[src/hdl/nsp_pkg.sv]
// ----------------------------------------------------------------------------
// nsp_pkg
// Shared types and constants of the network information table section parser.
// ----------------------------------------------------------------------------
package nsp_pkg;

   localparam int NSP_MAX_PAYLOAD_BYTES = 4096;
   localparam int NSP_PLEN_W            = 13;
   localparam int NSP_QUEUE_DEPTH       = 4;

   // parse phases, one section at a time
   typedef enum logic [3:0] {
      PH_IDLE     = 4'd0,
      PH_NLEN     = 4'd1,
      PH_NET      = 4'd2,
      PH_NET_DLEN = 4'd3,
      PH_TLEN     = 4'd4,
      PH_EDESC    = 4'd5,
      PH_ENTRY    = 4'd6,
      PH_EDLEN    = 4'd7,
      PH_DONE     = 4'd8
   } phase_type;

   typedef enum logic [2:0] {
      KIND_NET_HDR   = 3'd0,
      KIND_NET_BYTE  = 3'd1,
      KIND_ENTRY     = 3'd2,
      KIND_STRM_HDR  = 3'd3,
      KIND_STRM_BYTE = 3'd4,
      KIND_SECT_END  = 3'd5
   } kind_type;

   // one classified byte: an optional main result and an optional section end
   typedef struct packed {
      logic        has_main;
      logic        with_end;
      kind_type    kind;
      logic [7:0]  tag;
      logic [7:0]  len;
      logic [7:0]  body;
      logic [15:0] sid;
      logic [15:0] nid;
   } evt_type;

   typedef struct packed {
      logic full;
      logic empty;
   } queue_stat_type;

endpackage

[src/hdl/nit_section_parser_core.sv]
// ----------------------------------------------------------------------------
// nit_section_parser_core
// Streaming parser for network information table section payloads.
// ----------------------------------------------------------------------------
// Usage:
//   req_* takes one payload byte per word, req_first_byte on the first byte
//   of a section and req_payload_length steady through it. rsp_* gives the
//   decoded words: descriptor headers and bytes, stream entries and a
//   section end mark; rsp_last_of_run closes the words of one input byte.
//   Both sides are valid/ready.
// Path: a result event is written into the event queue when its byte is
//   taken and then moves into the output register, which presents it.
// Throughput: one byte per cycle while the event queue is not full. The
//   classifier updates its loop state for each byte it takes; a byte giving
//   two words (the last byte of a section) occupies the output register for
//   both words, and the 4-deep event queue absorbs that.
// Stall: when rsp_ready is low the queue fills and req_ready drops while it
//   holds four events, whether or not the waiting byte would give a word.
// Reset: synchronous; the parser waits for a word with req_first_byte and
//   the queue and output register are emptied.
// ----------------------------------------------------------------------------
module nit_section_parser_core
   import nsp_pkg::*;
#(
   parameter int MAX_PAYLOAD_BYTES = NSP_MAX_PAYLOAD_BYTES
)
(
   input  logic                  clock,
   input  logic                  reset,
   input  logic                  req_valid,
   output logic                  req_ready,
   input  logic [7:0]            req_data_byte,
   input  logic                  req_first_byte,
   input  logic [NSP_PLEN_W-1:0] req_payload_length,
   output logic                  rsp_valid,
   input  logic                  rsp_ready,
   output logic [2:0]            rsp_kind,
   output logic [7:0]            rsp_descriptor_tag,
   output logic [7:0]            rsp_descriptor_length,
   output logic [7:0]            rsp_body_byte,
   output logic [15:0]           rsp_stream_id,
   output logic [15:0]           rsp_network_id,
   output logic                  rsp_last_of_run
);

   queue_stat_type q_stat;
   logic           push, pop;
   evt_type        push_evt, head_evt;

   nsp_front #(
      .MAX_PAYLOAD_BYTES(MAX_PAYLOAD_BYTES)
   ) u_front (
      .clock              (clock),
      .reset              (reset),
      .req_valid          (req_valid),
      .req_ready          (req_ready),
      .req_data_byte      (req_data_byte),
      .req_first_byte     (req_first_byte),
      .req_payload_length (req_payload_length),
      .q_stat             (q_stat),
      .push               (push),
      .push_evt           (push_evt)
   );

   nsp_queue u_queue (
      .clock    (clock),
      .reset    (reset),
      .push     (push),
      .push_evt (push_evt),
      .pop      (pop),
      .head_evt (head_evt),
      .stat     (q_stat)
   );

   nsp_back u_back (
      .clock                 (clock),
      .reset                 (reset),
      .head_evt              (head_evt),
      .q_stat                (q_stat),
      .pop                   (pop),
      .rsp_valid             (rsp_valid),
      .rsp_ready             (rsp_ready),
      .rsp_kind              (rsp_kind),
      .rsp_descriptor_tag    (rsp_descriptor_tag),
      .rsp_descriptor_length (rsp_descriptor_length),
      .rsp_body_byte         (rsp_body_byte),
      .rsp_stream_id         (rsp_stream_id),
      .rsp_network_id        (rsp_network_id),
      .rsp_last_of_run       (rsp_last_of_run)
   );

endmodule

[src/hdl/nsp_queue.sv]
// ----------------------------------------------------------------------------
// nsp_queue
// Short event queue between the byte classifier and the result sequencer.
// ----------------------------------------------------------------------------
module nsp_queue
   import nsp_pkg::*;
(
   input  logic           clock,
   input  logic           reset,
   input  logic           push,
   input  evt_type        push_evt,
   input  logic           pop,
   output evt_type        head_evt,
   output queue_stat_type stat
);

   localparam int PTR_W = $clog2(NSP_QUEUE_DEPTH);
   localparam int CNT_W = $clog2(NSP_QUEUE_DEPTH + 1);

   evt_type            store_ff [NSP_QUEUE_DEPTH];
   logic [PTR_W-1:0]   wr_ptr_ff, wr_ptr_in;
   logic [PTR_W-1:0]   rd_ptr_ff, rd_ptr_in;
   logic [CNT_W-1:0]   count_ff, count_in;

   always_comb begin
      wr_ptr_in = push ? wr_ptr_ff + PTR_W'(1) : wr_ptr_ff;
      rd_ptr_in = pop ? rd_ptr_ff + PTR_W'(1) : rd_ptr_ff;
      count_in  = count_ff + CNT_W'(push) - CNT_W'(pop);
   end

   always_ff @(posedge clock) begin
      if (reset) begin
         wr_ptr_ff <= '0;
         rd_ptr_ff <= '0;
         count_ff  <= '0;
      end else begin
         wr_ptr_ff <= wr_ptr_in;
         rd_ptr_ff <= rd_ptr_in;
         count_ff  <= count_in;
      end
   end

   always_ff @(posedge clock) begin
      if (push) begin
         store_ff[wr_ptr_ff] <= push_evt;
      end
   end

   assign head_evt   = store_ff[rd_ptr_ff];
   assign stat.full  = (count_ff == CNT_W'(NSP_QUEUE_DEPTH));
   assign stat.empty = (count_ff == '0);

   a_count_bound: assert property (@(posedge clock) disable iff (reset)
      count_ff <= CNT_W'(NSP_QUEUE_DEPTH))
      else $error("event queue count beyond depth");

   a_no_overflow: assert property (@(posedge clock) disable iff (reset)
      !(push && stat.full))
      else $error("push into full event queue");

   a_no_underflow: assert property (@(posedge clock) disable iff (reset)
      pop |-> !stat.empty)
      else $error("pop from empty event queue");

endmodule

[src/hdl/nsp_front.sv]
// ----------------------------------------------------------------------------
// nsp_front
// Byte classifier: walks the descriptor and stream loops one byte per word.
// ----------------------------------------------------------------------------
module nsp_front
   import nsp_pkg::*;
#(
   parameter int MAX_PAYLOAD_BYTES = NSP_MAX_PAYLOAD_BYTES
)
(
   input  logic                  clock,
   input  logic                  reset,
   input  logic                  req_valid,
   output logic                  req_ready,
   input  logic [7:0]            req_data_byte,
   input  logic                  req_first_byte,
   input  logic [NSP_PLEN_W-1:0] req_payload_length,
   input  queue_stat_type        q_stat,
   output logic                  push,
   output evt_type               push_evt
);

   // largest usable length, and room for a loop end up to 4096 past it
   localparam int CAP   = (MAX_PAYLOAD_BYTES < 8191) ? MAX_PAYLOAD_BYTES : 8191;
   localparam int OFF_W = $clog2(CAP + 4097);

   phase_type          phase_ff, phase_in, phase_v;
   logic [OFF_W-1:0]   off_ff, off_in, off_v;
   logic [OFF_W-1:0]   net_end_ff, net_end_in;
   logic [OFF_W-1:0]   strm_end_ff, strm_end_in;
   logic [OFF_W-1:0]   edesc_end_ff, edesc_end_in;
   logic [OFF_W-1:0]   nhdr_ff, nhdr_in;
   logic [7:0]         tag_ff, tag_in;
   logic [7:0]         len_ff, len_in;
   logic [15:0]        sid_ff, sid_in;
   logic [15:0]        nid_ff, nid_in;
   logic               body_ok_ff, body_ok_in, body_v;

   logic               accept;
   logic [OFF_W-1:0]   plen_c, off_p1, b_ext, nib, dlen_end, k, edesc_new;
   logic               active, in_range, at_net_end, at_hdr, before_hdr;
   logic               net_fits, ed_fits, st_fits, last_byte;

   assign req_ready = !q_stat.full;
   assign accept    = req_valid && req_ready;

   assign plen_c = (OFF_W'(req_payload_length) > OFF_W'(CAP)) ? OFF_W'(CAP)
                                                             : OFF_W'(req_payload_length);
   assign phase_v = req_first_byte ? PH_NLEN : phase_ff;
   assign off_v   = req_first_byte ? '0 : off_ff;
   assign body_v  = req_first_byte ? 1'b0 : body_ok_ff;

   assign active     = (phase_v != PH_IDLE);
   assign in_range   = (off_v < plen_c);
   assign off_p1     = off_v + OFF_W'(1);
   assign b_ext      = OFF_W'(req_data_byte);
   assign nib        = OFF_W'(req_data_byte[3:0]) << 8;
   assign dlen_end   = off_p1 + b_ext;
   assign k          = off_v - nhdr_ff;
   assign at_net_end = (off_v == net_end_ff);
   assign at_hdr     = (off_v == nhdr_ff);
   assign before_hdr = (off_v < nhdr_ff);
   assign net_fits   = (off_v + OFF_W'(2) <= net_end_ff);
   assign ed_fits    = (off_v + OFF_W'(2) <= edesc_end_ff);
   assign st_fits    = (off_v + OFF_W'(2) <= strm_end_ff);
   assign last_byte  = (off_p1 == plen_c);
   assign edesc_new  = off_p1 + (edesc_end_ff | b_ext);

   // next phase
   always_comb begin
      phase_in = phase_ff;
      if (active) begin
         if (!in_range) begin
            phase_in = PH_IDLE;
         end else begin
            phase_in = phase_v;
            unique case (phase_v)
               PH_NLEN: begin
                  if (off_v != '0) phase_in = PH_NET;
               end
               PH_NET: begin
                  if (at_net_end) phase_in = PH_TLEN;
                  else if (at_hdr && net_fits) phase_in = PH_NET_DLEN;
               end
               PH_NET_DLEN: phase_in = PH_NET;
               PH_TLEN:     phase_in = PH_EDESC;
               PH_EDESC: begin
                  if (at_hdr) begin
                     if (ed_fits) phase_in = PH_EDLEN;
                     else if (st_fits) phase_in = PH_ENTRY;
                     else phase_in = PH_DONE;
                  end
               end
               PH_ENTRY: begin
                  if (k != OFF_W'(1) && k != OFF_W'(2) && k != OFF_W'(3) &&
                      k != OFF_W'(4)) phase_in = PH_EDESC;
               end
               PH_EDLEN: phase_in = PH_EDESC;
               default:  phase_in = phase_v;
            endcase
            if (last_byte) phase_in = PH_IDLE;
         end
      end
   end

   // datapath and event
   always_comb begin
      off_in       = off_ff;
      net_end_in   = net_end_ff;
      strm_end_in  = strm_end_ff;
      edesc_end_in = edesc_end_ff;
      nhdr_in      = nhdr_ff;
      tag_in       = tag_ff;
      len_in       = len_ff;
      sid_in       = sid_ff;
      nid_in       = nid_ff;
      body_ok_in   = body_ok_ff;
      push_evt          = '0;
      push_evt.kind     = KIND_NET_HDR;
      if (active) begin
         off_in     = off_v;
         body_ok_in = body_v;
         if (in_range) begin
            unique case (phase_v)
               PH_NLEN: begin
                  if (off_v == '0) begin
                     net_end_in = nib;
                  end else begin
                     net_end_in = OFF_W'(2) + (net_end_ff | b_ext);
                     nhdr_in    = OFF_W'(2);
                     body_ok_in = 1'b0;
                  end
               end
               PH_NET: begin
                  if (at_net_end) begin
                     strm_end_in = nib;
                  end else if (at_hdr) begin
                     body_ok_in = 1'b0;
                     if (net_fits) tag_in = req_data_byte;
                  end else if (before_hdr && body_v) begin
                     push_evt.has_main = 1'b1;
                     push_evt.kind     = KIND_NET_BYTE;
                  end
               end
               PH_NET_DLEN: begin
                  len_in     = req_data_byte;
                  nhdr_in    = dlen_end;
                  body_ok_in = (dlen_end <= net_end_ff);
                  if (dlen_end <= net_end_ff) begin
                     push_evt.has_main = 1'b1;
                     push_evt.kind     = KIND_NET_HDR;
                  end
               end
               PH_TLEN: begin
                  strm_end_in  = off_p1 + (strm_end_ff | b_ext);
                  nhdr_in      = off_p1;
                  edesc_end_in = '0;
                  body_ok_in   = 1'b0;
               end
               PH_EDESC: begin
                  if (at_hdr) begin
                     body_ok_in = 1'b0;
                     if (ed_fits) tag_in = req_data_byte;
                     else if (st_fits) sid_in = {req_data_byte, 8'h00};
                  end else if (before_hdr && body_v) begin
                     push_evt.has_main = 1'b1;
                     push_evt.kind     = KIND_STRM_BYTE;
                  end
               end
               PH_ENTRY: begin
                  if (k == OFF_W'(1)) begin
                     sid_in = {sid_ff[15:8], req_data_byte};
                  end else if (k == OFF_W'(2)) begin
                     nid_in = {req_data_byte, 8'h00};
                  end else if (k == OFF_W'(3)) begin
                     nid_in = {nid_ff[15:8], req_data_byte};
                  end else if (k == OFF_W'(4)) begin
                     edesc_end_in = nib;
                  end else begin
                     // entry descriptor loop never reaches past the payload
                     edesc_end_in = (edesc_new > plen_c) ? plen_c : edesc_new;
                     nhdr_in      = off_p1;
                     push_evt.has_main = 1'b1;
                     push_evt.kind     = KIND_ENTRY;
                  end
               end
               PH_EDLEN: begin
                  len_in     = req_data_byte;
                  nhdr_in    = dlen_end;
                  body_ok_in = (dlen_end <= edesc_end_ff);
                  if (dlen_end <= edesc_end_ff) begin
                     push_evt.has_main = 1'b1;
                     push_evt.kind     = KIND_STRM_HDR;
                  end
               end
               default: begin
               end
            endcase
            off_in = off_p1;
            if (last_byte) begin
               push_evt.with_end = 1'b1;
               body_ok_in        = 1'b0;
            end
         end
      end
      push_evt.tag  = tag_in;
      push_evt.len  = len_in;
      push_evt.body = req_data_byte;
      push_evt.sid  = sid_in;
      push_evt.nid  = nid_in;
   end

   assign push = accept && (push_evt.has_main || push_evt.with_end);

   always_ff @(posedge clock) begin
      if (reset) begin
         phase_ff   <= PH_IDLE;
         off_ff     <= '0;
         body_ok_ff <= 1'b0;
      end else if (accept) begin
         phase_ff   <= phase_in;
         off_ff     <= off_in;
         body_ok_ff <= body_ok_in;
      end
   end

   always_ff @(posedge clock) begin
      if (accept) begin
         net_end_ff   <= net_end_in;
         strm_end_ff  <= strm_end_in;
         edesc_end_ff <= edesc_end_in;
         nhdr_ff      <= nhdr_in;
         tag_ff       <= tag_in;
         len_ff       <= len_in;
         sid_ff       <= sid_in;
         nid_ff       <= nid_in;
      end
   end

endmodule

[src/hdl/nsp_back.sv]
// ----------------------------------------------------------------------------
// nsp_back
// Result sequencer: expands queued events into one or two result words.
// ----------------------------------------------------------------------------
module nsp_back
   import nsp_pkg::*;
(
   input  logic           clock,
   input  logic           reset,
   input  evt_type        head_evt,
   input  queue_stat_type q_stat,
   output logic           pop,
   output logic           rsp_valid,
   input  logic           rsp_ready,
   output logic [2:0]     rsp_kind,
   output logic [7:0]     rsp_descriptor_tag,
   output logic [7:0]     rsp_descriptor_length,
   output logic [7:0]     rsp_body_byte,
   output logic [15:0]    rsp_stream_id,
   output logic [15:0]    rsp_network_id,
   output logic           rsp_last_of_run
);

   logic        valid_ff, valid_in;
   logic        pend_ff, pend_in;
   kind_type    kind_ff, kind_in;
   logic [7:0]  tag_ff, tag_in;
   logic [7:0]  len_ff, len_in;
   logic [7:0]  body_ff, body_in;
   logic [15:0] sid_ff, sid_in;
   logic [15:0] nid_ff, nid_in;
   logic        last_ff, last_in;
   logic        load, show_desc, show_ids, show_body;

   assign load = !valid_ff || rsp_ready;

   assign show_desc = (head_evt.kind == KIND_NET_HDR) || (head_evt.kind == KIND_NET_BYTE) ||
                      (head_evt.kind == KIND_STRM_HDR) || (head_evt.kind == KIND_STRM_BYTE);
   assign show_body = (head_evt.kind == KIND_NET_BYTE) || (head_evt.kind == KIND_STRM_BYTE);
   assign show_ids  = (head_evt.kind == KIND_ENTRY) || (head_evt.kind == KIND_STRM_HDR) ||
                      (head_evt.kind == KIND_STRM_BYTE);

   always_comb begin
      pop      = 1'b0;
      valid_in = valid_ff;
      pend_in  = pend_ff;
      kind_in  = kind_ff;
      tag_in   = tag_ff;
      len_in   = len_ff;
      body_in  = body_ff;
      sid_in   = sid_ff;
      nid_in   = nid_ff;
      last_in  = last_ff;
      if (load) begin
         // section end word unless a main result goes first
         valid_in = 1'b0;
         kind_in  = KIND_SECT_END;
         tag_in   = '0;
         len_in   = '0;
         body_in  = '0;
         sid_in   = '0;
         nid_in   = '0;
         last_in  = 1'b1;
         if (pend_ff) begin
            valid_in = 1'b1;
            pend_in  = 1'b0;
         end else if (!q_stat.empty) begin
            pop      = 1'b1;
            valid_in = 1'b1;
            if (head_evt.has_main) begin
               kind_in = head_evt.kind;
               tag_in  = show_desc ? head_evt.tag : 8'h00;
               len_in  = show_desc ? head_evt.len : 8'h00;
               body_in = show_body ? head_evt.body : 8'h00;
               sid_in  = show_ids ? head_evt.sid : 16'h0000;
               nid_in  = show_ids ? head_evt.nid : 16'h0000;
               last_in = !head_evt.with_end;
               pend_in = head_evt.with_end;
            end
         end
      end
   end

   always_ff @(posedge clock) begin
      if (reset) begin
         valid_ff <= 1'b0;
         pend_ff  <= 1'b0;
      end else begin
         valid_ff <= valid_in;
         pend_ff  <= pend_in;
      end
   end

   always_ff @(posedge clock) begin
      kind_ff <= kind_in;
      tag_ff  <= tag_in;
      len_ff  <= len_in;
      body_ff <= body_in;
      sid_ff  <= sid_in;
      nid_ff  <= nid_in;
      last_ff <= last_in;
   end

   assign rsp_valid             = valid_ff;
   assign rsp_kind              = kind_ff;
   assign rsp_descriptor_tag    = tag_ff;
   assign rsp_descriptor_length = len_ff;
   assign rsp_body_byte         = body_ff;
   assign rsp_stream_id         = sid_ff;
   assign rsp_network_id        = nid_ff;
   assign rsp_last_of_run       = last_ff;

   a_pend_shown: assert property (@(posedge clock) disable iff (reset)
      pend_ff |-> (valid_ff && !last_ff && kind_ff != KIND_SECT_END))
      else $error("pending section end without a main word in front");

   a_end_is_last: assert property (@(posedge clock) disable iff (reset)
      (valid_ff && kind_ff == KIND_SECT_END) |-> last_ff)
      else $error("section end word not marked last");

endmodule
[config.mk]
export PLATFORM = sky130hd
export DESIGN_NAME = nit_section_parser_core
export DESIGN_NICKNAME = d
export VERILOG_FILES = /design/src/hdl/nsp_pkg.sv /design/src/hdl/nit_section_parser_core.sv /design/src/hdl/nsp_queue.sv /design/src/hdl/nsp_front.sv /design/src/hdl/nsp_back.sv
export SDC_FILE = /design/constraint.sdc
export NUM_CORES = 1
export LEC_CHECK = 0
export ABC_AREA = 0
export BUFFER_PORTS_ARGS = -buffer_cell sky130_fd_sc_hd__buf_2
export CAP_MARGIN = 10
export CORE_MARGIN = 3
export CORE_UTILIZATION = 40
export CTS_BUF_LIST = sky130_fd_sc_hd__clkbuf_8
export DETAILED_ROUTE_END_ITERATION = 16
export MAX_ROUTING_LAYER = met4
export PLACE_DENSITY = 0.54
export SYNTH_ARGS = -nofsm -noshare
export SYNTH_HDL_FRONTEND = slang
export SYNTH_SLANG_ARGS = --single-unit
[constraint.sdc]
create_clock -name clock -period 16.1 [get_ports clock]
set_input_delay 3.22 -clock clock [delete_from_list [all_inputs] [get_ports clock]]
set_output_delay 3.22 -clock clock [all_outputs]
set_load 0.03 [all_outputs]
* Word level (Yosys, flattened, before mapping)
Memories as Yosys holds them, arrays and structs flattened. A register that Yosys moved wholly into a read port is not among the register bits. Cells that the tools add are included.
Storage, ports and cells: bits in registers 192, latch bits 0, memory bits (writable) 244, bits in read-only memories 0, input bits 26, output and inout port bits 62, word-level logic and storage cells 213, memories 1
Memories:
- u_queue.store_ff | words 4, bits a word 61, read ports 1, clocked after memory_dff 1, write ports 1, line nsp_queue.sv:20 | evt_type store_ff [NSP_QUEUE_DEPTH];
Operators by class: $add $sub $neg 11, multipliers 0, div/mod/pow operators 0, $lt $le $gt $ge 9, equal/unequal tests 29, shift operators 0, multiplexer cells 95, bitwise gates (word level) 7, reductions and logical operators 37
Operator list (count):
- $mux W14 | 13
- $mux W16 | 10
- $mux W8 | 12
- $le A14 B14 Y1 | 5
- $pmux W14 S2 | 2
- $pmux W14 S4 | 1
- $eq A14 B14 Y1 | 3
- $or A14 B8 Y14 | 3
- $mux W4 | 10
- $pmux W16 S2 | 1
- $add A14 B14 Y14 | 2
- $eq A14 B2 Y1 const B | 2
- $lt A14 B14 Y1 | 2
- $ne A14 B2 Y1 const B | 2
- $mux W1 | 26
- $pmux W4 S6 | 1
- $mux W3 | 7
- $eq A4 B3 Y1 const B | 4
- $pmux W8 S2 | 1
- $add A14 B1 Y14 const B | 1
- $add A14 B2 Y14 const B | 1
- $add A14 B8 Y14 | 1
- $add A2 B14 Y14 const A | 1
- $eq A14 B1 Y1 const B | 1
- other kinds (40) | 76

* Longest topological paths before layout
Gate-level depths: netlist of run 1.
word-level depth 14, depth in mapped cells 29, mapped depth without buffers 25

* Cells and area by module
Synthesis of run 1 repeated with hierarchy kept, for this count alone.
Second synthesis, totals: cell total of the unflattened synthesis 1826, area total of the unflattened synthesis 23867.9 um2
By module, submodules not included:
- nsp_front | times used 1, cells an instance 1282, area each 11693.7 um2, sequential area each 3503.4 um2
- nsp_queue | times used 1, cells an instance 361, area each 9308.9 um2, sequential area each 7507.2 um2
- nsp_back | times used 1, cells an instance 183, area each 2865.2 um2, sequential area each 1841.8 um2

* Worst setup path before layout of run 1
OpenSTA, ideal clock, no wires.
path kind input-to-reg, start in req_first_byte, end mem u_queue.store_ff[0][0] in the netlist's numbering, enable pin, library setup time 0.425 ns, arrival time 10.232 ns, data required time 15.675 ns, path slack 5.442 ns, cell stages on the path 25, path buffers 5, cell sequence buf_2 clkbuf_1 clkbuf_1 clkbuf_1 clkbuf_1 nand2b_1 ha_1 inv_1 fa_1 o21ai_0 a21o_1 a21o_1 a31oi_1 nand3b_1 nand3b_1 xnor2_1 ha_1 nand4_1 nor4_1 o2111ai_1 a21oi_1 a211oi_1 or3_1 nand3_1 and2_1
On the way: cells in the longest elaborated chain, start to end 14, elaborated cells between the ends (all ways) 41, classes of those cells add/sub (3); order compare (4); eq/ne (12); mux (18); reduce/logical (4)
RTL lines:
- start: declaration | line nit_section_parser_core.sv:33 | input logic req_first_byte,
- branches (longest 9 deep; another with $add A14 B1 Y14)
- $mux W5 (*) | line nsp_front.sv:120 | if (active) begin
- $logic_or A1 B1 Y1 (*) | line nsp_front.sv:213 | assign push = accept && (push_evt.has_main || push_evt.with_end);
- $logic_and A1 B1 Y1 (*) | line nsp_front.sv:213
- $mux W1 (*) | line nsp_queue.sv:44 | if (push) begin
- $mux W1 (implied by the code) (*) | line nsp_queue.sv:45 | store_ff[wr_ptr_ff] <= push_evt;
- end: declaration | line nsp_queue.sv:20
Mark *: on every way between the ends.

* Worst setup path in the final report of run 1
start in req_first_byte, end mem u_queue.store_ff[3][48] in the netlist's numbering, enable pin
The elaborated chain is that of the path after synthesis.

==> results of run 1 <==
## worst paths after layout
check | slack, ns | start | endpoint
max | 6.20 | req_first_byte | u_queue.store_ff[3][48]
min | 0.48 | u_front.body_ok_ff | u_front.body_ok_ff
max reg2reg | 8.65 | u_front.off_ff[0] | u_queue.store_ff[3][48]
min reg2reg | 0.48 | u_front.body_ok_ff | u_front.body_ok_ff
## cell type report
type | instances | area, sq um
fill | 5271 | 30900
sequential | 438 | 12900
multi-input combinational | 1226 | 9820
clock buffer | 79 | 1090
tap | 756 | 946
timing repair buffer | 125 | 724
inverter | 110 | 415
clock inverter | 56 | 279
antenna | 2 | 5.00
## placed cells by master (no fill, tap or decap), types with 8 or more instances in the layout
cell / count
o21ai_1: 10
o211ai_1: 8
buf_4: 37
or2_2: 23
mux2i_1: 15
buf_2: 87
ha_1: 152
nor2_1: 123
mux4_2: 61
or3_1: 11
mux2_2: 35
o31ai_1: 13
nand3_1: 30
o21ai_0: 52
nor4_1: 12
a21o_1: 27
xor2_1: 29
inv_1: 135
clkbuf_8: 79
dfxtp_1: 28
a22oi_1: 13
and3_1: 9
nor2b_1: 109
xnor2_1: 59
o21a_1: 13
nand2b_1: 22
o31a_1: 10
nand4_1: 29
a21oi_1: 80
edfxtp_1: 408
clkinv_1: 17
nand2_1: 84
nor3_1: 48
## power breakdown
group	total, uW	switching [uW]	internal, uW
logic	730	461	269
clock network	923	450	473
registers	1430	43.1	1380
total	3080	954	2130
## layer usage
metal / wire [um] / GRT usage [%] / up-vias
met5: 0 / - / -
met4: 1900 / 7.38 / 0
met3: 3180 / 3.32 / 116
met2: 30800 / 35.1 / 485
met1: 28200 / 28.0 / 7687
li1: - / - / 7257
## cell families (layout without fill, tap and decap cells)
logic type / after synthesis / after routing / synth area share, %
compound gates: 312 / 312 / 8.98
xor+xnor: 88 / 88 / 3.30
mux: 118 / 118 / 8.56
fa+ha+maj: 157 / 157 / 8.54
simple gates: 550 / 550 / 12.5
flops: 438 / 438 / 55.1
other cells: 1 / 3 / 0.0161
buf+inv: 182 / 370 / 2.99
## state kept, by name (all words and copies together) (netlist names), 14 cells and up, named ones only
signal and cells:
u_back.rsp_network_id 16, u_front.nid_ff 16, u_front.edesc_end_ff 14, u_front.net_end_ff 14, u_front.off_ff 14, u_front.sid_ff 16, u_queue.store_ff 244, u_back.rsp_stream_id 16
u_front.nhdr_ff 14, u_front.strm_end_ff 14
## worst register-to-register path: stages (launching register included)
cell and delay [ns]:
dfxtp_1 0.59, nand2b_1 0.40, ha_1 0.60, inv_1 0.18, fa_1 0.45, o21ai_0 0.30
a21o_1 0.17, a21o_1 0.14, a31oi_1 0.18, nand3b_1 0.28, nand3b_1 0.25, xnor2_1 0.21
ha_1 0.37, nand4_1 0.13, nor4_1 0.42, o2111ai_1 0.17, a21oi_1 0.50, a211oi_1 0.12
or3_1 0.38, nand3_1 0.20, and2_2 0.18, buf_4 0.73
## through the flow
stage / total power, uW / cells
final: 3080 / 2792
after global routing: 3250 / 2791
after CTS: 3130 / 2789
after detailed placement: 2190 / 2654
after global placement: 2180 / 2654
after floorplan: 1970 / 1846
==> flow_summary.json, run 1 <==
{
  "drv_cap": 0,
  "synthesis.nets": 2028,
  "synth.area.top_cells": "edfxtp_1 (53%), ha_1 (8.2%), mux4_2 (5.9%)",
  "io_buffers": 87,
  "path_class": "in2reg",
  "synthFlopType": "edfxtp_1",
  "max_stage_delay_ns": 0.73,
  "drc": 0,
  "initialDrtViolationCount": 1100,
  "worst_pin_slew_ns": 1.17,
  "grt-ovfl-total": 0,
  "clk_latency_ns": 0.65,
  "finalHoldViolations": 0,
  "yosysWarningCount": 0,
  "synthTopCellsByCount": "edfxtp_1 (408), ha_1 (152), nor2_1 (123), nor2b_1 (109), inv_1 (108)",
  "fin_util_pct": 45.8,
  "viasPerCell": 5.57,
  "path_clk_slew_ns": 0.06,
  "fp.dieH_um": 248,
  "ys_seq_area_share_pct": 55.1,
  "cts_buffers": 76,
  "pin_count": 88,
  "crit_chain": "buf_2 -> buf_4 -> nand2b_1 -> ha_1 -> inv_1 -> fa_1 -> o21ai_0 -> a21o_1 -> a21o_1 -> a31oi_1 -> nand3b_1 -> nand3b_1 -> xnor2_1 -> ha_1 -> nand4_1 -> nor4_1 -> o2111ai_1 -> a21oi_1 -> a211oi_1 -> or3_1 -> nand3_1 -> and2_2 -> buf_4",
  "syn_to_final_growth_pct": 12.0,
  "min_period_ns": 9.90,
  "ctsHtreeMaxLevel": 3,
  "clockBufferDepth": 3,
  "antenna_found_initial": 1,
  "drtAntennaViolNets": 0,
  "crit_fanout": 61,
  "wl_per_cell_um": 22.9,
  "cp_slowest_cell": "buf_4",
  "dpl_cell_area_sq_mm": 0.0247,
  "required_ns": 16.34,
  "vdd_drop_max_v": 0.0000765,
  "rsz0062_at_grt": "no",
  "num_vias": 15500,
  "syn_area_sq_mm": 0.0233,
  "design.core.area_sq_mm": 0.0570,
  "clkSinkCount": 438,
  "cp_top_family": "simple AND/OR/NAND/NOR gates",
  "end_kind": "flip-flop",
  "slew_violations": 0,
  "die_x_um": 248,
  "synth_area_leader_cell": "edfxtp_1",
  "hold_ws_ns": 0.476,
  "p_per_area_mw_per_mm2": 118,
  "synth.distinct_cells": 87,
  "num_rows": 87,
  "max_freq_ghz": 0.101,
  "async_flop_share_pct": 0,
  "timing.final.crit_share_pct": 61.5,
  "drive_gt1_share_pct": 17.7,
  "synth-edff-count": 408,
  "cts_resized": 0,
  "startpoint_type": "input pin",
  "initial_core_util_pct": 40.9,
  "grt_max_degree": 62,
  "whs_path_depth": 2,
  "grt.total_usage_pct": 21.7,
  "first_global_vias": 15600,
  "clock-skew-final_ns": 0.0370,
  "synthCells": 1846,
  "first_pass_iters": 7,
  "setup_tns_ns": 0,
  "tritoncts": "yes",
  "hold_class": "reg2reg",
  "globalplace.congestion": 0.947,
  "synth-seq-cells": 438,
  "dp_slack_ns": 5.60,
  "status": "finished clean",
  "synth_top_area_share_pct": 52.5,
  "cts_setup_buffers": 0,
  "reg2reg_depth": 21,
  "drt_wl_total_um": 64100,
  "setup_viol": 0,
  "cp.arrival_ns": 10.14,
  "grt_pass1_wl_um": 96200,
  "dieArea_sq_mm": 0.0613,
  "fin_nets": 2159,
  "cp_num_buf_inv": 4,
  "ctsHoldBuffers": 0,
  "dp_hpwl_um": 43900,
  "root_buffer": "clkbuf_8",
  "slew_headroom_pct": 21.8,
  "fin_area_sq_mm": 0.0261,
  "syn_avg_cell_area_sq_um": 12.6,
  "synth.most_common_cell": "edfxtp_1",
  "cp.depth": 23,
  "leakage_uw": 0.00972,
  "post-route-worst-setup-slack_ns": 6.20
}
Note: power is estimated with default switching activity, not from simulation.
==> run 2: changes to the inputs <==
--- a/config.mk
+++ b/config.mk
@@ -13,7 +13,7 @@
 export CTS_BUF_LIST = sky130_fd_sc_hd__clkbuf_8
 export DETAILED_ROUTE_END_ITERATION = 16
 export MAX_ROUTING_LAYER = met4
-export PLACE_DENSITY = 0.54
+export PLACE_DENSITY = 0.56
 export SYNTH_ARGS = -nofsm -noshare
 export SYNTH_HDL_FRONTEND = slang
 export SYNTH_SLANG_ARGS = --single-unit
==> constraint.sdc (replaced) <==
create_clock -name clock -period 8.1 [get_ports clock]
set_input_delay 1.62 -clock clock [delete_from_list [all_inputs] [get_ports clock]]
set_output_delay 1.62 -clock clock [all_outputs]
set_load 0.03 [all_outputs]
==> run 2 against run 1 <==
  * First-iteration DRC count increased by 16%
  * Worst hold slack got worse by 0.0075 ns
  * Count of clock-buffer cells in the layout decreased by 2
  * Critical path depth decreased by 1
  * Flip-flop and latch count unchanged
  * Die area unchanged
  * Highest routed layer unchanged
  * Power increased by 100%
  * Combinational power increased by 100%
  * Final cell count increased by 0.75%
  * Largest power group unchanged
==> flow_summary.json, run 2 (synthesis gave the netlist of run 1 again) <==
{
  "status": "finished clean",
  "wl_per_cell_um": 23.3,
  "fillerInstances": 5280,
  "leakage_uw": 0.00984,
  "reg2reg_depth": 22,
  "initial_core_util_pct": 40.9,
  "tritoncts": "yes",
  "io_buffers": 87,
  "reg2reg_to": "u_queue.store_ff[0][24]",
  "die_x_um": 248,
  "pin_count": 88,
  "root_buffer": "clkbuf_8",
  "syn_to_final_growth_pct": 13.1,
  "clk_latency_ns": 0.66,
  "grt.busiest_layer": "met2",
  "max_freq_ghz": 0.140,
  "largest_reg_flops": 244,
  "fin_area_sq_mm": 0.0264,
  "use_met1_pct": 28.3,
  "met3_usage_pct": 4.24,
  "fp.dieH_um": 248,
  "path_clk_slew_ns": 0.07,
  "grt_util_met2_pct": 34.9,
  "dieArea_sq_mm": 0.0613,
  "setup_viol": 0,
  "drtAntennaViolNets": 0,
  "finalHoldViolations": 0,
  "regArea_sq_mm": 0.0129,
  "timing.final.crit_share_pct": 88.4,
  "viasPerCell": 5.57,
  "min_to": "u_front.body_ok_ff",
  "num_vias": 15700,
  "dpl_cell_area_sq_mm": 0.0250,
  "grt.total_usage_pct": 22.1,
  "first_global_vias": 15700,
  "cts_resized": 0,
  "ctsHoldBuffers": 0,
  "hold_class": "reg2reg",
  "final_common_cell": "edfxtp_1",
  "worst_pin_slew_ns": 1.16,
  "end_kind": "flip-flop",
  "drc": 0,
  "multi_input_comb_area_sq_mm": 0.00981,
  "startpoint_type": "input pin",
  "grt_pass1_wl_um": 97600,
  "mostFrequentLayoutCells": "edfxtp_1 (408), ha_1 (152), inv_1 (133)",
  "place_inst": 2676,
  "drt_wl_total_um": 65600,
  "hold_ws_ns": 0.469,
  "grt-ovfl-total": 0,
  "min_period_ns": 7.16,
  "whs_path_depth": 2,
  "antenna_found_initial": 2,
  "dp_hpwl_um": 46600,
  "hp-start": "u_front.body_ok_ff",
  "cts_setup_buffers": 0,
  "grt_max_degree": 62,
  "cts_buffers": 76,
  "num_rows": 87,
  "clockBufferDepth": 3,
  "cp.arrival_ns": 7.51,
  "drive_gt1_share_pct": 18.7,
  "fin_nets": 2180,
  "p_per_area_mw_per_mm2": 235,
  "first_pass_iters": 5,
  "reg2reg_from": "u_front.off_ff[0]",
  "top_register": "u_queue.store_ff",
  "drv_cap": 0,
  "path_class": "in2reg",
  "vdd_drop_max_v": 0.000150,
  "initialDrtViolationCount": 1281,
  "ctsHtreeMaxLevel": 3,
  "globalplace.congestion": 0.950,
  "rsz0062_at_grt": "no",
  "reg2reg_slack_ns": 1.48,
  "stdcell_count": 2813,
  "slew_headroom_pct": 22.4,
  "crit_fanout": 20,
  "design.core.area_sq_mm": 0.0570,
  "clkSinkCount": 438,
  "slew_violations": 0,
  "required_ns": 8.45,
  "clock-skew-final_ns": 0.0312
}
## run 2: cell count changes in the layout (fill, tap and decap cells not counted)
cell        change
inv_12          +2
clkinvlp_4      +4
buf_12          +6
a211oi_4        -1
inv_1           -2
clkinv_2        +1
buf_6           -1
clkinv_1        -2
a211oi_2        +1
inv_6           -2
bufinv_16       +1
clkbuf_8        -2
buf_4          +16
## run 2: power by group
part | leakage [uW] | switching (uW) | internal (uW)
Sequential | 0.00391 | 76.4 | 2750
Combinational | 0.00513 | 931 | 538
Clock | 0.000803 | 934 | 964
## run 2: worst max-delay path, stage by stage
cell	delay (ns)
buf_2	0.16
buf_4	0.20
nor2b_1	0.32
nand3_1	0.22
xor2_1	0.38
inv_1	0.21
ha_1	0.37
a31oi_1	0.44
nand3b_1	0.25
nand3b_1	0.14
xnor2_1	0.15
ha_1	0.37
nand4_1	0.14
nor4_1	0.41
o2111ai_1	0.14
a21oi_1	0.33
buf_4	0.19
a211oi_1	0.06
or3_1	0.37
nand3_1	0.21
and2_2	0.54
buf_12	0.24
## run 2: stage by stage
stage | worst slack, ns | TNS [ns] | total power, uW | util (%)
after floorplan | -0.297 | -72.36 | 3920 | -
after global placement | 0.387 | 0 | 4350 | 43.8
after detailed placement | 0.294 | 0 | 4360 | 43.8
after CTS | 0.991 | 0 | 6270 | 46.3
after global routing | 0.555 | 0 | 6510 | 46.3
final | 0.938 | 0 | 6190 | 46.3
## run 2: worst max-delay path by stage
stage,start,end,cells past startpoint
2_1_floorplan,req_first_byte,u_queue.store_ff[0][0],25
3_3_place_gp,req_first_byte,u_queue.store_ff[0][25],23
3_5_place_dp,req_first_byte,u_queue.store_ff[0][25],22
4_1_cts,req_first_byte,u_queue.store_ff[0][24],23
5_1_grt,req_first_byte,u_queue.store_ff[0][25],23
6_report,req_first_byte,u_queue.store_ff[0][24],22
## run 2: metal layers
layer	vias up	routed length, um
met3	120	3840
met5	-	0
li1	7299	-
met4	0	2370
met1	7747	28800
met2	491	30600
## run 2: final cells by class
cell class / instances / share of cell area, %
Antenna cell: 2 / 0.0190
Clock buffer: 77 / 4.02
Tap cell: 756 / 3.58
Multi-Input combinational cell: 1226 / 37.2
Inverter: 110 / 1.57
Sequential cell: 438 / 48.7
Timing Repair Buffer: 146 / 3.61
Clock inverter: 58 / 1.30
==> run 3: changes to the inputs <==
--- a/config.mk
+++ b/config.mk
@@ -8,12 +8,13 @@
 export ABC_AREA = 0
 export BUFFER_PORTS_ARGS = -buffer_cell sky130_fd_sc_hd__buf_2
 export CAP_MARGIN = 10
+export CORE_ASPECT_RATIO = 0.8
 export CORE_MARGIN = 3
 export CORE_UTILIZATION = 40
 export CTS_BUF_LIST = sky130_fd_sc_hd__clkbuf_8
 export DETAILED_ROUTE_END_ITERATION = 16
 export MAX_ROUTING_LAYER = met4
-export PLACE_DENSITY = 0.56
+export PLACE_DENSITY = 0.54
 export SYNTH_ARGS = -nofsm -noshare
 export SYNTH_HDL_FRONTEND = slang
 export SYNTH_SLANG_ARGS = --single-unit
==> constraint.sdc (replaced) <==
create_clock -name clock -period 9.1 [get_ports clock]
set_input_delay 1.82 -clock clock [delete_from_list [all_inputs] [get_ports clock]]
set_output_delay 1.82 -clock clock [all_outputs]
set_load 0.03 [all_outputs]
==> run 3 against run 2 <==
  * Highest routed layer unchanged
  * Largest cell class unchanged
  * Non-clock buffer count fell by 14
  * Register-to-register slack improved by 0.18 ns
  * Via count grew 0.46%
  * Largest power group unchanged
  * Setup slack better by 0.24 ns
==> flow_summary.json, run 3 (synthesis gave the netlist of run 1 again) <==
{
  "fp.dieH_um": 222,
  "wl_per_cell_um": 24.1,
  "dp_hpwl_um": 47500,
  "globalplace.congestion": 0.991,
  "fin_nets": 2163,
  "ctsHtreeMaxLevel": 3,
  "cp_slowest_cell": "a21oi_1",
  "p_clk_share_pct": 29.3,
  "mostFrequentLayoutCells": "edfxtp_1 (408), ha_1 (152), inv_1 (126)",
  "antenna_found_initial": 4,
  "clkSinkCount": 438,
  "grt_max_degree": 62,
  "worst_pin_slew_ns": 1.09,
  "crit_chain": "buf_2 -> nand2b_1 -> ha_1 -> inv_1 -> fa_1 -> o21ai_0 -> a21o_1 -> a21o_1 -> a31oi_1 -> nand3b_1 -> nand3b_1 -> xnor2_1 -> ha_1 -> nand4_1 -> nor4_1 -> o2111ai_1 -> a21oi_1 -> a211oi_1 -> or3_1 -> nand3_1 -> and2_2 -> buf_12",
  "finalHoldViolations": 0,
  "required_ns": 9.42,
  "clock-skew-final_ns": 0.0310,
  "io_buffers": 87,
  "top_register": "u_queue.store_ff",
  "power_frac_seq_pct": 46.4,
  "path_clk_slew_ns": 0.06,
  "crit_fanout": 28,
  "clk_latency_ns": 0.65,
  "design.core.area_sq_mm": 0.0572,
  "initialDrtViolationCount": 1360,
  "fin_util_pct": 45.8,
  "p_int_uw": 3730,
  "drv_cap": 0,
  "drtAntennaViolNets": 0,
  "rsz0062_at_grt": "no",
  "reg2reg_depth": 22,
  "final_common_cell": "edfxtp_1",
  "end_kind": "flip-flop",
  "max_stage_delay_ns": 0.56,
  "reg2reg_slack_ns": 1.66,
  "hold_class": "reg2reg",
  "grt_pass1_wl_um": 99600,
  "initial_core_util_pct": 40.8,
  "timing.final.crit_share_pct": 87.1,
  "viasPerCell": 5.63,
  "first_pass_iters": 5,
  "max_freq_ghz": 0.126,
  "cp-startpoint": "req_first_byte",
  "vdd_drop_max_v": 0.000119,
  "num_vias": 15700,
  "dpl_cell_area_sq_mm": 0.0249,
  "first_global_vias": 15500,
  "root_buffer": "clkbuf_8",
  "setup_tns_ns": 0,
  "fin_area_sq_mm": 0.0262,
  "syn_to_final_growth_pct": 12.3,
  "cts_buffers": 73,
  "p_per_area_mw_per_mm2": 208,
  "cts_setup_buffers": 0,
  "status": "finished clean",
  "die_x_um": 276,
  "largest_reg_flops": 244,
  "drt_wl_total_um": 67300,
  "cts_resized": 0,
  "min_period_ns": 7.92,
  "num_rows": 78,
  "path_class": "in2reg",
  "pin_count": 88,
  "slew_headroom_pct": 26.9,
  "leakage_uw": 0.00972,
  "ctsHoldBuffers": 0,
  "comb_power_share_pct": 24.3,
  "drive_gt1_share_pct": 18.2,
  "dieArea_sq_mm": 0.0613,
  "clockBufferDepth": 3,
  "reg2reg_from": "u_front.off_ff[2]",
  "grt-ovfl-total": 0,
  "tritoncts": "yes",
  "cp.arrival_ns": 8.24,
  "drc": 0,
  "grt.total_usage_pct": 22.3,
  "switching_power_uw": 1710,
  "p_sw_share_pct": 31.4,
  "endpoint": "u_queue.store_ff[0][23]",
  "slew_violations": 0,
  "startpoint_type": "input pin",
  "reg2reg_to": "u_queue.store_ff[0][23]",
  "setup_viol": 0
}
[run 3: per-stage QoR]
step	worst slack (ns)	power, uW	hold slack, ns	instances
2_1_floorplan	0.503	3490	0.438	1846
3_3_place_gp	1.01	3880	0.454	2664
3_5_place_dp	0.695	3900	0.463	2665
4_1_cts	1.37	5510	0.476	2790
5_1_grt	0.793	5710	0.497	2792
6_report	1.18	5440	0.473	2794
[run 3: power by group through the flow]
| stage | Combinational (uW) | Sequential, uW | Clock (uW) |
|---|---|---|---|
| after floorplan | 749 | 2740 | 0 |
| after global placement | 1320 | 2560 | 0 |
| after detailed placement | 1330 | 2570 | 0 |
| after CTS | 1330 | 2530 | 1650 |
| after global routing | 1430 | 2540 | 1730 |
| final | 1320 | 2520 | 1600 |
[run 3: how the worst min path moves through the flow]
stage	cells past startpoint	to	from	slack, ns
after floorplan	2	u_front.body_ok_ff	u_front.body_ok_ff	0.44
after global placement	2	u_front.body_ok_ff	u_front.body_ok_ff	0.45
after detailed placement	2	u_front.body_ok_ff	u_front.body_ok_ff	0.46
after CTS	2	u_front.body_ok_ff	u_front.body_ok_ff	0.48
after global routing	2	u_front.body_ok_ff	u_front.body_ok_ff	0.50
final	2	u_front.body_ok_ff	u_front.body_ok_ff	0.47
[run 3: critical path: cells and delay by family]
family	cells	cell delay (ns)
compound gates	7	1.68
fa+ha+maj	3	1.25
xor+xnor	1	0.19
buf+inv	3	0.61
simple gates	8	2.63
[run 3: area by class of cell]
cell class	instances	area [sq um]
antenna	3	7.51
clock buffer	76	1050
clock inverter	49	251
fill	5271	31000
inverter	110	415
multi-input combinational	1226	9820
sequential	438	12900
tap	760	951
timing repair buffer	132	862
[run 3: layer usage]
| metal | vias to the layer above | share of wire [%] | global-route usage (%) | wire length, um |
|---|---|---|---|---|
| met3 | 101 | 8.0 | 5.63 | 5390 |
| li1 | 7245 | - | - | - |
| met1 | 7822 | 48 | 32.5 | 32300 |
| met4 | 0 | 2.4 | 6.52 | 1650 |
| met2 | 561 | 42 | 30.4 | 28000 |
| met5 | - | 0 | - | 0 |
